## config.mk

```make
export PLATFORM = sky130hd
export DESIGN_NAME = sli_sdiv
export DESIGN_NICKNAME = d
export VERILOG_FILES = /design/src/sli_pkg.sv /design/src/sli_sdiv.sv
export SDC_FILE = /design/constraint.sdc
export NUM_CORES = 1
export LEC_CHECK = 0
export BUFFER_PORTS_ARGS = -buffer_cell sky130_fd_sc_hd__buf_2
export CORE_UTILIZATION = 50
export CTS_BUF_LIST = sky130_fd_sc_hd__clkbuf_2
export DETAILED_ROUTE_END_ITERATION = 12
export HOLD_SLACK_MARGIN = 0.15
export PLACE_DENSITY = 0.68
export SLEW_MARGIN = 0
export SYNTH_ARGS = -nofsm -noshare
export SYNTH_HDL_FRONTEND = slang
export SYNTH_SLANG_ARGS = --single-unit
```

## constraint.sdc

```tcl
create_clock -name i_clk -period 12.3 [get_ports i_clk]
set_input_delay 3.075 -clock i_clk [delete_from_list [all_inputs] [get_ports i_clk]]
set_output_delay 3.075 -clock i_clk [all_outputs]
set_load 0.02 [all_outputs]
```

## src/sli_pkg.sv

```systemverilog
// Shared types and constants for the segmented learned index lookup unit.
package sli_pkg;

    localparam int KEY_W        = 64;
    localparam int RATIO_W      = 17;
    localparam int EPOCH_W      = 16;
    localparam int CNT_W        = 11;
    localparam int DIV_MW       = 25;

    localparam int RATIO_FLOOR  = 3277;
    localparam int RATIO_ONE    = 65536;
    localparam int EPOCH_CAP    = 8;
    localparam int SPAN_NUM     = 16777216;

    localparam int DEF_TABLE_DEPTH   = 1024;
    localparam int DEF_SEARCH_WINDOW = 16;
    localparam int DEF_MIN_SPAN      = 32;
    localparam int DEF_MAX_SPAN      = 4096;

    localparam logic CFG_RATIO = 1'b0;
    localparam logic CFG_EPOCH = 1'b1;

    typedef enum logic [1:0] {
        OP_CLEAR  = 2'd0,
        OP_INSERT = 2'd1,
        OP_BUILD  = 2'd2,
        OP_LOOKUP = 2'd3
    } t_op;

    typedef enum logic [1:0] {
        STAT_OK       = 2'd0,
        STAT_FULL     = 2'd1,
        STAT_NOTBUILT = 2'd2
    } t_status;

endpackage

```

## src/sli_sdiv.sv

```systemverilog
// Serial scaled divider: floor(m * d / r) for d < r, one half-step per cycle.
module sli_sdiv (
    input  logic                      i_clk,
    input  logic                      i_rst_n,
    input  logic                      i_go,
    input  logic [sli_pkg::DIV_MW-1:0] i_m,
    input  logic [63:0]               i_d,
    input  logic [63:0]               i_r,
    output logic                      o_done,
    output logic [sli_pkg::DIV_MW-1:0] o_quot
);

    localparam int MW = sli_pkg::DIV_MW;
    localparam int BW = $clog2(MW);

    logic          r_busy, n_busy;
    logic          r_phase, n_phase;
    logic          r_done, n_done;
    logic [BW-1:0] r_bit, n_bit;
    logic [MW-1:0] r_m, n_m;
    logic [MW-1:0] r_q, n_q;
    logic [63:0]   r_d, n_d;
    logic [63:0]   r_r, n_r;
    logic [63:0]   r_rem, n_rem;
    logic          dbl_ge, add_ge, last_bit;

    assign dbl_ge   = r_rem >= (r_r - r_rem);
    assign add_ge   = r_rem >= (r_r - r_d);
    assign last_bit = (r_bit == '0);

    always_comb begin
        n_busy  = r_busy;
        n_phase = r_phase;
        n_done  = 1'b0;
        n_bit   = r_bit;
        n_m     = r_m;
        n_q     = r_q;
        n_d     = r_d;
        n_r     = r_r;
        n_rem   = r_rem;
        if (i_go) begin
            n_busy  = 1'b1;
            n_phase = 1'b0;
            n_bit   = BW'(MW - 1);
            n_m     = i_m;
            n_d     = i_d;
            n_r     = i_r;
            n_q     = '0;
            n_rem   = '0;
        end else if (r_busy) begin
            if (!r_phase) begin
                // double the remainder, shift in one quotient bit
                n_q   = {r_q[MW-2:0], dbl_ge};
                n_rem = dbl_ge ? r_rem - (r_r - r_rem) : r_rem + r_rem;
                if (r_m[r_bit]) begin
                    n_phase = 1'b1;
                end else if (last_bit) begin
                    n_busy = 1'b0;
                    n_done = 1'b1;
                end else begin
                    n_bit = r_bit - 1'b1;
                end
            end else begin
                // add d for a set multiplier bit
                n_q     = r_q + MW'(add_ge);
                n_rem   = add_ge ? r_rem - (r_r - r_d) : r_rem + r_d;
                n_phase = 1'b0;
                if (last_bit) begin
                    n_busy = 1'b0;
                    n_done = 1'b1;
                end else begin
                    n_bit = r_bit - 1'b1;
                end
            end
        end
    end

    always_ff @(posedge i_clk) begin
        if (!i_rst_n) begin
            r_busy  <= 1'b0;
            r_phase <= 1'b0;
            r_done  <= 1'b0;
        end else begin
            r_busy  <= n_busy;
            r_phase <= n_phase;
            r_done  <= n_done;
        end
        r_bit <= n_bit;
        r_m   <= n_m;
        r_q   <= n_q;
        r_d   <= n_d;
        r_r   <= n_r;
        r_rem <= n_rem;
    end

    assign o_done = r_done;
    assign o_quot = r_q;

endmodule
```

==> metrics.yaml <==
power.density_nw_per_um2: 112
p_leak_uw: 0.0137
worstSetupStartpointType: "flop"
grt_antenna_before_repair: 2
clock_skew_ns: 0.0802
drtPass1Iterations: 8
switching_share: 0.469
grt_max_degree: 111
yosys.area.top_type: "edfxtp_1"
cts_tree: "yes"
synth_common_cells: "453 x a21oi_1, 385 x nand2_1, 321 x ha_1"
yosys_warnings: 0
hold_slack_ns: 0.499
crit_path_end_kind: "flop"
initial_core_util: 0.506
syn_to_final_growth_pct: 7.07
fmax_ghz: 0.114
fin_crit_ns: 8.73
core_area_um2: 57700
power_uw: 3500
grt_pass1_wl_mm: 161
critPathMaxStageDelay_ns: 0.57
die_area_um2: 59400
fin_nets: 4370
syn_area_per_cell_um2: 7.71
post_cts_buffers: 0
power_frac_seq: 0.289
clk_pin_slew_ns: 0.09
viasPerCell: 6.43
vias: 30300
cts_root_buffer: "clkbuf_2"
slew_headroom: 0.154
hold_viol: 0
syn_area_um2: 29200
synth.most_common_cell: "a21oi_1"
post-route-period-util: 0.710
syn-num-nets: 4267
yosysTopAreaCellShare: 0.157
synth.distinct_cells: 98
status: "complete, no violations"
worstPathArrival_ns: 9.69
crit_type: "flop to flop"
overflow: 0
crit_path_top_delay_cell: "a21oi_1"
hpwl_mm: 82.8
crit_fanout: 43
p_int_uw: 1860
worst_slew_pin_slew_ns: 1.24
ys_seq_elements: 250
cp.required_ns: 13.26
maxCapViolCount: 0
cts_buffers: 74
drv_slew: 0
p_comb_frac: 0.511
ys_top_cells_by_area: "edfxtp_1 16%, ha_1 14%, a21oi_1 7.8%"
synthFlopType: "edfxtp_1"
r2r_slack_ns: 3.57
fin_tns_setup_ns: 0
place_area_um2: 30500
syn_inst: 3785
dr.first_iter.drc_count: 3083
finalWeightedCongestion: 0.991
final_util: 0.542
portBuffers: 181
die_h_um: 244
cts_resized: 0
synthArstFlopShare: 0
p_clk_frac: 0.200
cts.sinks: 250
rows: 88
io_pins: 182
fin_area_um2: 31300
die_w_um: 244
hold_buffers: 0
drive_gt1_frac: 0.0928
detail_route.wirelength_mm: 106
drc_errors: 0
switchingPower_uw: 1640
cts_max_level: 3
clk-insertion-delay-late_ns: 1.12
rsz0062_at_grt: "false"
ant_nets: 0
holdCritPathClass: "flop to flop"
ir_drop_mv: 0.0761
setup_violations: 0
cts.path.max_buffers: 3
synth_enable_flop_cells: 153
seq_area_frac_synth: 0.224
grt.total_usage: 0.346
grt_pass1_vias: 28100
wire_per_inst_um: 22.4
==> placed cells by master (no fill, tap or decap), drive strengths merged, types with 77 or more instances in the layout <==
| cell type | Yosys | final |
|---|---|---|
| a21o | 190 | 190 |
| a21oi | 454 | 454 |
| buf | 27 | 194 |
| clkbuf | 141 | 104 |
| dfxtp | 97 | 97 |
| edfxtp | 153 | 153 |
| ha | 321 | 321 |
| inv | 229 | 231 |
| nand2 | 386 | 386 |
| nand4 | 100 | 100 |
| nor2 | 285 | 285 |
| nor3 | 77 | 77 |
| o211ai | 81 | 81 |
| o21ai | 245 | 245 |
| xnor2 | 138 | 138 |
| xor2 | 143 | 143 |
==> state kept, by name, indices dropped and copies added (netlist names) <==
| name | flops |
|---|---|
| r_busy | 1 |
| o_quot | 25 |
| r_phase | 1 |
| r_r | 64 |
| o_done | 1 |
| r_d | 64 |
| r_rem | 64 |
| r_m | 25 |
| r_bit | 5 |
==> cell type report <==
class | instances | area [um2]
fill | 5727 | 26400
multi-input combinational | 3137 | 21200
sequential | 250 | 6540
timing repair buffer | 195 | 1020
tap | 765 | 957
inverter | 230 | 863
clock buffer | 104 | 520
clock inverter | 29 | 180
antenna | 5 | 12.5
==> kinds of logic after synthesis <==
family / Yosys count / share of synthesized area
AO/OA/AOI/OAI: 1393 / 0.309
AND/OR/NAND/NOR: 1113 / 0.178
buffers and inverters: 398 / 0.0522
adder cells (fa/ha/maj): 326 / 0.141
XOR/XNOR: 281 / 0.0843
flip-flops: 250 / 0.224
multiplexers: 24 / 0.0114
==> final timing paths <==
kind,cells past startpoint,end,startpoint
hold reg to reg,2,r_bit[4],r_bit[4]
setup / recovery,33,o_quot[21],r_r[0]
hold / removal,2,r_bit[4],r_bit[4]
setup reg to reg,33,o_quot[21],r_r[0]
==> layer usage <==
metal / vias up / track usage / wire length (um)
met5: - / 0 / 0
met4: 0 / 0.156 / 5050
met3: 281 / 0.0566 / 8950
met2: 1459 / 0.527 / 45400
met1: 14200 / 0.477 / 46300
li1: 14400 / - / -
==> worst max-delay path, delay by kind of cell (launching register included) <==
kind	cells	cell delay, ns
compound gates	13	3.52
simple gates	11	2.54
fa+ha+maj	4	1.29
buf+inv	4	0.78
flops	1	0.40
xor+xnor	1	0.09
==> through the flow <==
| step | cells | worst slack [ns] |
|---|---|---|
| 6_report | 4715 | 3.57 |
| 5_1_grt | 4714 | 2.99 |
| 4_1_cts | 4710 | 3.68 |
| 3_5_place_dp | 4577 | 3.65 |
| 3_3_place_gp | 4576 | 3.24 |
| 2_1_floorplan | 3785 | 4.87 |
==> power by group through the flow <==
stage	Combinational, uW	Clock [uW]	Sequential [uW]
floorplan	1280	0	993
finish	1790	700	1010
global placement	1730	0	1030
detailed placement	1720	0	1030
CTS	1730	720	1010
global route	1930	760	1010
Note: power is estimated with default switching activity, not from simulation.
